### src/rtl/core/pixel_affine_correction_and_weight_core_macros.svh
// Assertion macros shared by the pixel correction core.
`ifndef PIXEL_AFFINE_CORRECTION_AND_WEIGHT_CORE_MACROS_SVH
`define PIXEL_AFFINE_CORRECTION_AND_WEIGHT_CORE_MACROS_SVH

// Checks a condition at every clock edge outside reset.
`define PAW_ASSERT(lbl, cond) \
  lbl: assert property (@(posedge clk_i) disable iff (!rst_ni) (cond)) \
    else $error("paw core check failed");

// Checks that an antecedent implies a consequent in the same cycle.
`define PAW_ASSERT_IMPL(lbl, ante, cons) \
  lbl: assert property (@(posedge clk_i) disable iff (!rst_ni) (ante) |-> (cons)) \
    else $error("paw core implication failed");

`endif

### src/rtl/core/paw_pkg.sv
// Types and constants of the pixel correction and weight core.
`timescale 1ns / 1ps

package paw_pkg;

  typedef enum logic {
    ModeSubMul = 1'b0,
    ModeMulAdd = 1'b1
  } mode_e;

  localparam int unsigned DivSteps = 24;
  localparam int unsigned QDepth   = 4;
  localparam int unsigned QPtrW    = $clog2(QDepth);
  localparam int unsigned QCntW    = $clog2(QDepth + 1);

  localparam logic signed [23:0] CorrMax = 24'sh7FFFFF;
  localparam logic signed [23:0] CorrMin = -24'sh800000;
  localparam logic [23:0]        WgtMax  = 24'hFFFFFF;

  typedef struct packed {
    logic signed [23:0] corr;
    logic               sat;
    logic               dz;
    logic               ovf;
    logic [24:0]        den;
    logic [23:0]        num;
  } item_t;

  typedef struct packed {
    logic signed [23:0] corr;
    logic               sat;
    logic               dz;
    logic               ovf;
    logic [24:0]        den;
    logic [24:0]        rem;
    logic [23:0]        quo;
    logic [23:0]        dd;
  } div_stage_t;

  typedef struct packed {
    logic [QCntW-1:0] count;
    logic             full;
    logic             empty;
  } q_status_t;

endpackage

### src/rtl/core/pixel_affine_correction_and_weight_core.sv
// Top level of the pixel affine correction and inverse-variance weight core.
//
//   channel  direction  handshake                 beat contents
//   in       input      in_valid_i / in_stall_o   pixel, gain, offset, numerator, floor
//   out      output     out_valid_o / out_stall_i corrected, weight, saturated, div by 0
//   cfg      input      cfg_valid_i / cfg_ready_o correction mode bit
//
// The core takes one beat per clock while in_stall_o is low and gives one result
// beat per clock while out_stall_i is low. A beat passes three front-end stages, the
// queue and 24 divider stages, one quotient bit each. The four-entry queue lets the
// front end keep accepting while the output is stalled, until it and the queue fill.
// Reset clears the mode to subtract-then-multiply and empties all pipelines.
`timescale 1ns / 1ps
`include "pixel_affine_correction_and_weight_core_macros.svh"

module pixel_affine_correction_and_weight_core (
  input  logic               clk_i,
  input  logic               rst_ni,
  input  logic               cfg_valid_i,
  output logic               cfg_ready_o,
  input  logic               cfg_data_i,
  input  logic               in_valid_i,
  output logic               in_stall_o,
  input  logic [7:0]         pixel_i,
  input  logic [15:0]        gain_i,
  input  logic signed [15:0] offset_i,
  input  logic [23:0]        weight_numerator_i,
  input  logic [23:0]        noise_floor_i,
  output logic               out_valid_o,
  input  logic               out_stall_i,
  output logic signed [23:0] corrected_o,
  output logic [23:0]        weight_o,
  output logic               saturated_o,
  output logic               divide_by_zero_o
);

  paw_pkg::mode_e     mode_q;
  logic               push;
  logic               pop;
  paw_pkg::item_t     push_item;
  paw_pkg::item_t     head_item;
  paw_pkg::q_status_t q_status;

  logic                      dz_beat;
  logic                      dz_forced;
  logic [paw_pkg::QCntW-1:0] q_cnt;

  assign cfg_ready_o = 1'b1;

  always_ff @(posedge clk_i or negedge rst_ni) begin
    if (!rst_ni) begin
      mode_q <= paw_pkg::ModeSubMul;
    end else if (cfg_valid_i && cfg_ready_o) begin
      mode_q <= paw_pkg::mode_e'(cfg_data_i);
    end
  end

  paw_front u_front (
    .clk_i              (clk_i),
    .rst_ni             (rst_ni),
    .mode_i             (mode_q),
    .in_valid_i         (in_valid_i),
    .in_stall_o         (in_stall_o),
    .pixel_i            (pixel_i),
    .gain_i             (gain_i),
    .offset_i           (offset_i),
    .weight_numerator_i (weight_numerator_i),
    .noise_floor_i      (noise_floor_i),
    .q_full_i           (q_status.full),
    .push_o             (push),
    .item_o             (push_item)
  );

  paw_queue u_queue (
    .clk_i    (clk_i),
    .rst_ni   (rst_ni),
    .push_i   (push),
    .item_i   (push_item),
    .pop_i    (pop),
    .item_o   (head_item),
    .status_o (q_status)
  );

  paw_back u_back (
    .clk_i            (clk_i),
    .rst_ni           (rst_ni),
    .item_i           (head_item),
    .q_empty_i        (q_status.empty),
    .pop_o            (pop),
    .out_valid_o      (out_valid_o),
    .out_stall_i      (out_stall_i),
    .corrected_o      (corrected_o),
    .weight_o         (weight_o),
    .saturated_o      (saturated_o),
    .divide_by_zero_o (divide_by_zero_o)
  );

  assign dz_beat   = out_valid_o && divide_by_zero_o;
  assign dz_forced = (weight_o == paw_pkg::WgtMax) && saturated_o;
  assign q_cnt     = q_status.count;

  // The queue count moves by at most one per clock.
  `PAW_ASSERT_IMPL(a_dz_forces_max, dz_beat, dz_forced)
  `PAW_ASSERT(a_queue_bound, q_cnt <= paw_pkg::QCntW'(paw_pkg::QDepth))
  `PAW_ASSERT(a_queue_step, (q_cnt - $past(q_cnt) + 3'd1) <= 3'd2)

endmodule

### src/rtl/core/paw_front.sv
// Front end: accepts pixels, forms the corrected value and classifies the weight divide.
`timescale 1ns / 1ps

module paw_front (
  input  logic                  clk_i,
  input  logic                  rst_ni,
  input  paw_pkg::mode_e        mode_i,
  input  logic                  in_valid_i,
  output logic                  in_stall_o,
  input  logic [7:0]            pixel_i,
  input  logic [15:0]           gain_i,
  input  logic signed [15:0]    offset_i,
  input  logic [23:0]           weight_numerator_i,
  input  logic [23:0]           noise_floor_i,
  input  logic                  q_full_i,
  output logic                  push_o,
  output paw_pkg::item_t        item_o
);

  logic s1_v_q, s2_v_q, s3_v_q;
  logic s1_ready, s2_ready, s3_ready;

  logic signed [17:0] opa;
  logic signed [16:0] gain_s;
  logic signed [34:0] prod_d, prod_q;
  paw_pkg::mode_e     s1_mode_q;
  logic signed [15:0] s1_off_q;
  logic [23:0]        s1_num_q, s1_floor_q;

  logic signed [34:0] off_sh;
  logic signed [34:0] sum;
  logic signed [34:0] shifted;
  logic signed [23:0] corr_d, s2_corr_q;
  logic               sat_d, s2_sat_q;
  logic [23:0]        s2_num_q, s2_floor_q;

  logic [24:0]        corr_pos;
  logic [24:0]        den;
  paw_pkg::item_t     item_d, item_q;

  assign s3_ready   = !s3_v_q || !q_full_i;
  assign s2_ready   = !s2_v_q || s3_ready;
  assign s1_ready   = !s1_v_q || s2_ready;
  assign in_stall_o = !s1_ready;
  assign push_o     = s3_v_q && !q_full_i;
  assign item_o     = item_q;

  always_comb begin
    gain_s = $signed({1'b0, gain_i});
    if (mode_i == paw_pkg::ModeMulAdd) begin
      opa = $signed({10'd0, pixel_i});
    end else begin
      opa = $signed({3'd0, pixel_i, 7'd0}) - $signed({{2{offset_i[15]}}, offset_i});
    end
    prod_d = opa * gain_s;
  end

  always_comb begin
    off_sh = $signed({{14{s1_off_q[15]}}, s1_off_q, 5'd0});
    if (s1_mode_q == paw_pkg::ModeMulAdd) begin
      sum     = prod_q + off_sh;
      shifted = sum >>> 4;
    end else begin
      sum     = prod_q;
      shifted = sum >>> 11;
    end
    if (shifted > paw_pkg::CorrMax) begin
      corr_d = paw_pkg::CorrMax;
      sat_d  = 1'b1;
    end else if (shifted < paw_pkg::CorrMin) begin
      corr_d = paw_pkg::CorrMin;
      sat_d  = 1'b1;
    end else begin
      corr_d = shifted[23:0];
      sat_d  = 1'b0;
    end
  end

  always_comb begin
    corr_pos    = s2_corr_q[23] ? 25'd0 : {1'b0, s2_corr_q};
    den         = corr_pos + {1'b0, s2_floor_q};
    item_d.corr = s2_corr_q;
    item_d.sat  = s2_sat_q;
    item_d.dz   = (den == 25'd0);
    item_d.ovf  = ({17'd0, s2_num_q[23:16]} >= den);
    item_d.den  = den;
    item_d.num  = s2_num_q;
  end

  always_ff @(posedge clk_i or negedge rst_ni) begin
    if (!rst_ni) begin
      s1_v_q <= 1'b0;
      s2_v_q <= 1'b0;
      s3_v_q <= 1'b0;
    end else begin
      if (s1_ready) begin
        s1_v_q <= in_valid_i;
      end
      if (s2_ready) begin
        s2_v_q <= s1_v_q;
      end
      if (s3_ready) begin
        s3_v_q <= s2_v_q;
      end
    end
  end

  always_ff @(posedge clk_i) begin
    if (s1_ready && in_valid_i) begin
      prod_q     <= prod_d;
      s1_mode_q  <= mode_i;
      s1_off_q   <= offset_i;
      s1_num_q   <= weight_numerator_i;
      s1_floor_q <= noise_floor_i;
    end
    if (s2_ready && s1_v_q) begin
      s2_corr_q  <= corr_d;
      s2_sat_q   <= sat_d;
      s2_num_q   <= s1_num_q;
      s2_floor_q <= s1_floor_q;
    end
    if (s3_ready && s2_v_q) begin
      item_q <= item_d;
    end
  end

endmodule

### src/rtl/core/paw_queue.sv
// Short queue that decouples the front end from the divider pipeline.
`timescale 1ns / 1ps

module paw_queue (
  input  logic                clk_i,
  input  logic                rst_ni,
  input  logic                push_i,
  input  paw_pkg::item_t      item_i,
  input  logic                pop_i,
  output paw_pkg::item_t      item_o,
  output paw_pkg::q_status_t  status_o
);

  paw_pkg::item_t                  mem_q [paw_pkg::QDepth];
  logic [paw_pkg::QPtrW-1:0]       wr_ptr_q, rd_ptr_q;
  logic [paw_pkg::QCntW-1:0]       count_q, count_d;

  assign item_o         = mem_q[rd_ptr_q];
  assign status_o.count = count_q;
  assign status_o.full  = (count_q == paw_pkg::QCntW'(paw_pkg::QDepth));
  assign status_o.empty = (count_q == '0);

  always_comb begin
    case ({push_i, pop_i})
      2'b10:   count_d = count_q + 1'b1;
      2'b01:   count_d = count_q - 1'b1;
      default: count_d = count_q;
    endcase
  end

  always_ff @(posedge clk_i or negedge rst_ni) begin
    if (!rst_ni) begin
      wr_ptr_q <= '0;
      rd_ptr_q <= '0;
      count_q  <= '0;
    end else begin
      if (push_i) begin
        wr_ptr_q <= wr_ptr_q + 1'b1;
      end
      if (pop_i) begin
        rd_ptr_q <= rd_ptr_q + 1'b1;
      end
      count_q <= count_d;
    end
  end

  always_ff @(posedge clk_i) begin
    if (push_i) begin
      mem_q[wr_ptr_q] <= item_i;
    end
  end

endmodule

### src/rtl/core/paw_back.sv
// Back end: pipelined restoring divider that forms the weight, one quotient bit per stage.
`timescale 1ns / 1ps

module paw_back (
  input  logic                       clk_i,
  input  logic                       rst_ni,
  input  paw_pkg::item_t             item_i,
  input  logic                       q_empty_i,
  output logic                       pop_o,
  output logic                       out_valid_o,
  input  logic                       out_stall_i,
  output logic signed [23:0]         corrected_o,
  output logic [23:0]                weight_o,
  output logic                       saturated_o,
  output logic                       divide_by_zero_o
);

  localparam int unsigned Last = paw_pkg::DivSteps - 1;

  logic                 v_q  [paw_pkg::DivSteps];
  paw_pkg::div_stage_t  st_q [paw_pkg::DivSteps];
  logic                 advance;
  paw_pkg::div_stage_t  head;

  function automatic paw_pkg::div_stage_t div_step(input paw_pkg::div_stage_t s);
    paw_pkg::div_stage_t r;
    logic [25:0]         t;
    logic [25:0]         diff;
    logic                ge;
    r    = s;
    t    = {s.rem, s.dd[23]};
    diff = t - {1'b0, s.den};
    ge   = (t >= {1'b0, s.den});
    r.rem = ge ? diff[24:0] : t[24:0];
    r.quo = {s.quo[22:0], ge};
    r.dd  = {s.dd[22:0], 1'b0};
    return r;
  endfunction

  always_comb begin
    head.corr = item_i.corr;
    head.sat  = item_i.sat;
    head.dz   = item_i.dz;
    head.ovf  = item_i.ovf;
    head.den  = item_i.den;
    head.rem  = {17'd0, item_i.num[23:16]};
    head.quo  = '0;
    head.dd   = {item_i.num[15:0], 8'd0};
  end

  assign out_valid_o = v_q[Last];
  assign advance     = !v_q[Last] || !out_stall_i;
  assign pop_o       = advance && !q_empty_i;

  assign corrected_o      = st_q[Last].corr;
  assign weight_o         = (st_q[Last].dz || st_q[Last].ovf) ? paw_pkg::WgtMax
                                                               : st_q[Last].quo;
  assign saturated_o      = st_q[Last].sat || st_q[Last].dz || st_q[Last].ovf;
  assign divide_by_zero_o = st_q[Last].dz;

  always_ff @(posedge clk_i or negedge rst_ni) begin
    if (!rst_ni) begin
      for (int i = 0; i < paw_pkg::DivSteps; i++) begin
        v_q[i] <= 1'b0;
      end
    end else if (advance) begin
      v_q[0] <= !q_empty_i;
      for (int i = 1; i < paw_pkg::DivSteps; i++) begin
        v_q[i] <= v_q[i-1];
      end
    end
  end

  always_ff @(posedge clk_i) begin
    if (advance) begin
      st_q[0] <= div_step(head);
      for (int i = 1; i < paw_pkg::DivSteps; i++) begin
        st_q[i] <= div_step(st_q[i-1]);
      end
    end
  end

endmodule

### config.mk
export PLATFORM = sky130hd
export DESIGN_NAME = pixel_affine_correction_and_weight_core
export DESIGN_NICKNAME = d
export VERILOG_FILES = /design/src/rtl/core/paw_pkg.sv /design/src/rtl/core/pixel_affine_correction_and_weight_core.sv /design/src/rtl/core/paw_front.sv /design/src/rtl/core/paw_queue.sv /design/src/rtl/core/paw_back.sv
export VERILOG_INCLUDE_DIRS = /design/src /design/src/rtl/core
export SDC_FILE = /design/constraint.sdc
export NUM_CORES = 2
export LEC_CHECK = 0
export ABC_CLOCK_PERIOD_IN_PS = 72200
export BUFFER_PORTS_ARGS = -buffer_cell sky130_fd_sc_hd__buf_2
export CAP_MARGIN = 0
export CORE_ASPECT_RATIO = 0.9
export CORE_MARGIN = 2
export CORE_UTILIZATION = 55
export CTS_BUF_LIST = sky130_fd_sc_hd__clkbuf_8
export CTS_CLUSTER_DIAMETER = 150
export DETAILED_ROUTE_END_ITERATION = 10
export PLACE_DENSITY = 0.75
export SLEW_MARGIN = 20
export SYNTH_ARGS = -nofsm -noshare
export SYNTH_HDL_FRONTEND = slang
export SYNTH_SLANG_ARGS = --single-unit
### constraint.sdc
create_clock -name clk_i -period 72.2 [get_ports clk_i]
set_input_delay 0 -clock clk_i [delete_from_list [all_inputs] [get_ports clk_i]]
set_output_delay 0 -clock clk_i [all_outputs]
set_load 0.05 [all_outputs]
After elaboration in Yosys (flattened, before gate mapping)
Memory sizes are Yosys's and may differ from the RTL's.
Index checks and enable logic that the tools add are counted.
{"block": "word_totals", "register_bits": 284, "ramBits": 3280, "in_bits": 94, "output_inout_bits": 53, "wordCells": 168, "memories": 2}
{"block": "op_classes", "add_sub_neg": 31, "multipliers": 1, "n_lt_le_gt_ge": 27, "eq_ne": 3, "n_mux": 35, "reduce_logical": 23}
{"name": "u_back.st_q", "words": 24, "word_bits": 124, "rd": 24, "rd_ports_with_merged_regs": 0, "wr": 24, "line": "paw_back.sv:21", "text": "paw_pkg::div_stage_t st_q [paw_pkg::DivSteps];"}
{"name": "u_queue.mem_q", "words": 4, "word_bits": 76, "rd": 1, "rd_ports_with_merged_regs": 0, "wr": 1, "line": "paw_queue.sv:14", "text": "paw_pkg::item_t mem_q [paw_pkg::QDepth];"}
{"operator": "$mux W25", "n": 24}
{"operator": "$ge A26 B25 Y1", "n": 23}
{"operator": "$sub A25 B25 Y25", "n": 23}
{"operator": "$mux W24", "n": 2}
{"operator": "$add A35 B21 Y35", "n": 1}
{"operator": "$gt A35 B24 Y1 const B", "n": 1}
{"operator": "$lt A35 B24 Y1 const B", "n": 1}
{"operator": "$mul A18 B17 Y35", "n": 1}
{"operator": "$mux W35", "n": 1}
{"operator": "$add A25 B24 Y25", "n": 1}
{"operator": "$ge A8 B25 Y1", "n": 1}
{"operator": "$ge A9 B25 Y1", "n": 1}
{"operator": "$logic_not A25 Y1", "n": 1}
{"operator": "$sub A9 B25 Y25", "n": 1}
{"operator": "$mux W23", "n": 1}
{"operator": "$mux W18", "n": 1}
{"operator": "$sub A16 B16 Y17", "n": 1}
{"operator": "$logic_not A1 Y1", "n": 8}
{"operator": "$logic_or A1 B1 Y1", "n": 7}
{"operator": "$pmux W3 S2", "n": 1}
{"operator": "$logic_and A1 B1 Y1", "n": 5}
{"operator": "$mux W1", "n": 5}
{"operator": "$add A2 B1 Y2 const B", "n": 2}
{"operator": "$add A3 B1 Y3 const B", "n": 1}
{"operator": "6 further kinds", "n": 6}

Longest topological paths before layout
{"block": "logic_depth", "ltp_word": 6, "ltp_mapped": 33, "depth_no_buf": 32}

Modules after synthesis
Synthesis repeated with hierarchy kept, for this count alone.
{"block": "hier_totals", "cells_unflattened": 10360, "hier_area_um2": 137748.4}
{"mod": "paw_back", "instances": 1, "cells_per_inst": 7767, "area_each_um2": 103604.4, "seq_area_each_um2": 67204.5}
{"mod": "paw_front", "instances": 1, "cells_per_inst": 2154, "area_each_um2": 22718.0, "seq_area_each_um2": 7432.1}
{"mod": "paw_queue", "instances": 1, "cells_per_inst": 435, "area_each_um2": 11374.7, "seq_area_each_um2": 9303.9}
{"mod": "pixel_affine_correction_and_weight_core", "instances": 1, "cells_per_inst": 4, "area_each_um2": 51.3, "seq_area_each_um2": 25.0}

Worst setup path after synthesis
Ideal clock, no wire load.
{"block": "synth_path", "path_kind": "register to register", "from": "register u_back.v_q (netlist bit u_back.out_valid_o)", "to": "register u_back.v_q[1] (netlist bit)", "setup_ns": 0.247, "arrival_time_ns": 68.035, "required_ns": 71.953, "slack_ns": 3.918, "path_stages_with_launch": 4, "path_buffers": 1, "period_less_slack_ns": 68.282, "path_cell_list": "dfrtp_1 > nand2_1 > clkbuf_1 > mux2_2"}
{"block": "synth_via", "elab_chain_len": 2}
{"element": "start, declared", "line": "paw_back.sv:20", "text": "logic v_q [paw_pkg::DivSteps];"}
{"element": "start signal, assigned by index", "line": "paw_back.sv:69", "text": "v_q[i] <= v_q[i-1];"}
{"element": "$logic_not A1 Y1", "line": "paw_back.sv:52", "text": "assign advance = !v_q[Last] || !out_stall_i;"}
{"element": "$logic_or A1 B1 Y1", "line": "paw_back.sv:52"}
{"element": "via u_back.advance", "line": "paw_back.sv:22", "text": "logic advance;"}
The timed path passes the listed nets, and every way through them passes these cells.
A chain may end at the register's enable or synchronous reset.

Worst setup path after layout
{"block": "layout_path", "from": "input port offset_i[5]", "to": "register u_front.prod_q[31] (data pin)"}
{"block": "layout_via", "elab_chain_len": 3}
{"element": "start, declared", "line": "pixel_affine_correction_and_weight_core.sv:26", "text": "input logic signed [15:0] offset_i,"}
{"element": "$sub A16 B16 Y17", "line": "paw_front.sv:53", "text": "opa = $signed({3'd0, pixel_i, 7'd0}) - $signed({{2{offset_i[15]}}, offset_i});"}
{"element": "$mux W18", "line": "paw_front.sv:50", "text": "if (mode_i == paw_pkg::ModeMulAdd) begin"}
{"element": "$mul A18 B17 Y35", "line": "paw_front.sv:55", "text": "prod_d = opa * gain_s;"}
{"element": "via u_front.prod_d[31]", "line": "paw_front.sv:25", "text": "logic signed [34:0] prod_d, prod_q;"}
{"element": "end signal, assigned", "line": "paw_front.sv:110", "text": "prod_q <= prod_d;"}
{"element": "end, declared", "line": "paw_front.sv:25"}
The timed path passes the listed nets, and every way through them passes these cells.

==> metrics.md <==
| Metric | Value |
|---|---|
| Die Span Y | between 400 and 500 um |
| DP Worst Slack | 63,720 ps |
| Setup Buffers After CTS | 0 |
| Synth area leader | edfxtp_1 |
| Setup WS post-layout | around 64,000 ps |
| Detailed placement HPWL | around 190,000 um |
| EDFF count, synth | between 2,000 and 3,000 |
| ANT nets after route | 0 |
| DR iter-0 viols | 6,397 |
| Worst setup SP type | input pin |
| Cell repeated most along the worst path | fa_1 |
| Proportion of layout cells with a drive suffix above 1 | 10.7% |
| Clk root buf | clkbuf_8 |
| Die Width | approximately 530 um |
| Vias in the first global route | a little over 80,000 |
| Vias | about 80,000 |
| Synth warn | 0 |
| Slowest stage delay, CP | approximately 840 ps |
| Layout Cells excl Fill | 14,300 |
| Number of synthesized register bits | roughly 2,800 |
| P_leak | approximately 60 nW |
| Final Hold Viols | 0 |
| Fin crit share | 11.1% |
| Total congestion overflow | 0 |
| Mean Syn Cell Area | approximately 13 sq um |
| Clock slew at reported path FFs | 60 ps |
| Worst-case clock buffer depth | 4 |
| First-pass iteration count of the detailed router | 6 |
| P_int | roughly 0.0047 W |
| Initial Util | 55.3% |
| CTS Buf Count | approximately 430 |
| Sw Share | 38.7% |
| Die area | around 250,000 sq um |
| Resize count post-CTS | 0 |
| RSZ-0062 raised after global routing | no |
| Max Clk Rate | approximately 0.12 GHz |
| Most used DFF post-synth | edfxtp_1 |
| Hold crit path type | input pin to flip-flop |
| DRC viols | 0 |
| CTS tree | yes |
| Global-route wire length before repair | ~440,000 um |
| Core Area | ~250,000 sq um |
| Seq pwr share | between 30 and 40% |
| CTS Sinks | about 2,800 |
| Sw power | a little under 0.003 W |
| Critical path class | input pin to flip-flop |
| Post-synth ARST share | ~1.2% |
| Leading post-synthesis cells by instance count | 2,767 x edfxtp_1, 1,182 x inv_1, 748 x ha_1 |
| CP Capture Point | u_front.prod_q[31] |
| # port buffers | about 150 |
| Reg2reg end | u_front.prod_q[31] |
| Max-slew violations | 0 |
| Post-cts hold buffer count | 142 |
| Synth top area share | between 60% and 70% |
| Row cnt | between 150 and 200 |
| P per Cell Area | 51.3 nW/um^2 |
| Netlist cell types | ~110 |
| Net Count, Synth | approximately 11,000 |
| Cells after DPL | about 13,000 |
| Nets | roughly 12,000 |
| Area grow syn2layout | 10.3% |
| R2R Setup Slk | between 60,000 and 70,000 ps |
| Max-Cap Viols | 0 |
| Top Ports | 147 |
| Cell with the most instances after synthesis | edfxtp_1 |
| Via density | between 5 and 6 |
| Hold_ws | between 150 and 200 ps |
| Part of the power in the clock network | between 10% and 20% |
| Clock latency on the worst-skew pair | slightly above 1000 ps |
| Crit path from | offset_i[5] |
| H-tree levels | 5 |
| CP arrival | just under 9000 ps |
| Reg-to-Reg Start | mode_q |
| Cell count after synthesis | between 10,000 and 15,000 |
| Outcome | completed |
| Critical path peak fanout | 14 |
| Synthesized area | ~140,000 sq um |
| Hold depth | 4 |
| Placer Congestion | ~0.94 |
| Minimum clock period | 8020 ps |
| Drt total wl | around 280,000 um |
| Setup crit end kind | flip-flop |
| Slew margin rel. | a little under 20% |
| Setup violators final | 0 |
| Initial antenna violation count | 6 |
| Gr usage total | a little over a fifth |
| WP data required | between 70,000 and 80,000 ps |
| Largest net degree at the start of global routing | 196 |
| # fillers | between 15,000 and 20,000 |
| R2R depth | 25 |
| Worst path slowest cell | or4_1 |
| Peak VDD IR | 0.0729 mV |
| Post-synthesis sequential area ratio | 61.5% |
| Clock skew | between 100 and 150 ps |
| Largest cells by area after synthesis | edfxtp_1 61%, ha_1 6.9%, fa_1 4.4% |
| Slew at the pin closest to its max-slew limit | about 1200 ps |
| Comb power frac | a little under half |
| Setup tns final | 0 ps |
| Drt wl/cell | 19.2 um |
==> cell usage in the layout, fill, tap and decap left out, types with 142 or more instances in the layout <==
cell type  netlist  final
edfxtp_1      2767   2767
inv_1         1182   1310
ha_1           748    748
nand2_1        594    593
a21oi_1        565    563
nor2_1         547    545
clkbuf_8         2    435
o21ai_0        402    402
xnor2_1        326    326
fa_1           298    298
a21o_1         272    272
mux2_2         216    216
xor2_1         178    178
buf_2           31    145
nor3_1         143    142
==> sequential cells by signal (all words and copies together) (netlist names) <==
| name | flops |
|---|---|
| mode_q | 1 |
| u_back.out_valid_o | 1 |
| u_back.st_q | 2218 |
| u_back.v_q | 23 |
| u_front.item_o | 76 |
| u_front.prod_q | 31 |
| u_front.s1_floor_q | 24 |
| u_front.s1_mode_q | 1 |
| u_front.s1_num_q | 24 |
| u_front.s1_off_q | 16 |
| u_front.s1_v_q | 1 |
| u_front.s2_corr_q | 24 |
| u_front.s2_floor_q | 24 |
| u_front.s2_num_q | 24 |
| u_front.s2_sat_q | 1 |
| u_front.s2_v_q | 1 |
| u_front.s3_v_q | 1 |
| u_queue.count_q | 3 |
| u_queue.mem_q | 304 |
| u_queue.rd_ptr_q | 2 |
| u_queue.wr_ptr_q | 2 |
==> how the worst min path moves through the flow <==
stage	startpoint	to	slack [ps]
floorplan	rst_ni	mode_q	-300
global placement	rst_ni	mode_q	100
detailed placement	rst_ni	mode_q	120
CTS	weight_numerator_i[18]	u_front.s1_num_q[18]	100
global route	weight_numerator_i[16]	u_front.s1_num_q[16]	170
finish	out_stall_i	u_back.out_valid_o	190
==> power by group through the flow <==
stage          logic, W  clock network (W)  registers [W]
4_1_cts         0.00359            0.00127        0.00287
2_1_floorplan   0.00278                  0        0.00327
6_report        0.00362            0.00123        0.00287
5_1_grt         0.00404            0.00134        0.00291
3_3_place_gp    0.00345                  0        0.00288
3_5_place_dp    0.00355                  0        0.00289
==> critical path, delay by kind of cell <==
kind	cells	cell delay, ps
AOI/OAI and AO/OA	14	2630
adders and majority gates	7	3360
and+or+nand+nor	5	1940
buffers and inverters	6	880
==> area by class of cell <==
class | count | area (sq um) | share of cell area, %
sequential | 2802 | 84000 | 55.8
multi-input combinational | 5954 | 47200 | 31.4
clock buffer | 435 | 5990 | 3.98
inverter | 1185 | 4450 | 2.96
tap | 3237 | 4050 | 2.69
timing repair buffer | 363 | 2820 | 1.87
clock inverter | 318 | 1950 | 1.30
antenna | 3 | 7.51 | 0.00499
==> logic make-up after synthesis <==
logic type	count (synthesis)	synth area share, %
flip-flops	2802	61.5
AND/OR/NAND/NOR	2159	7.72
AO/OA/AOI/OAI	1903	8.90
buffers and inverters	1389	3.97
adder cells (fa/ha/maj)	1047	11.2
XOR/XNOR	505	3.25
multiplexers	339	3.37
other	1	0.00275
==> per-stage QoR <==
| stage | power [W] | cell area [sq um] | util (%) |
|---|---|---|---|
| floorplan | 0.00604 | 136000 | - |
| CTS | 0.00772 | 150000 | 60.9 |
| detailed placement | 0.00644 | 141000 | 57.1 |
| global route | 0.00828 | 150000 | 61.0 |
| finish | 0.00771 | 150000 | 61.0 |
| global placement | 0.00633 | 141000 | 57.1 |
==> metal layers <==
layer / up-vias / GRT usage, % / routed length [um]
met3: 575 / 3.25 / 15000
li1: 38100 / - / -
met2: 2355 / 36.4 / 134000
met1: 39500 / 28.9 / 117000
met4: 6 / 8.05 / 9540
met5: - / 0 / 39
(Power assumes the default switching activity.)
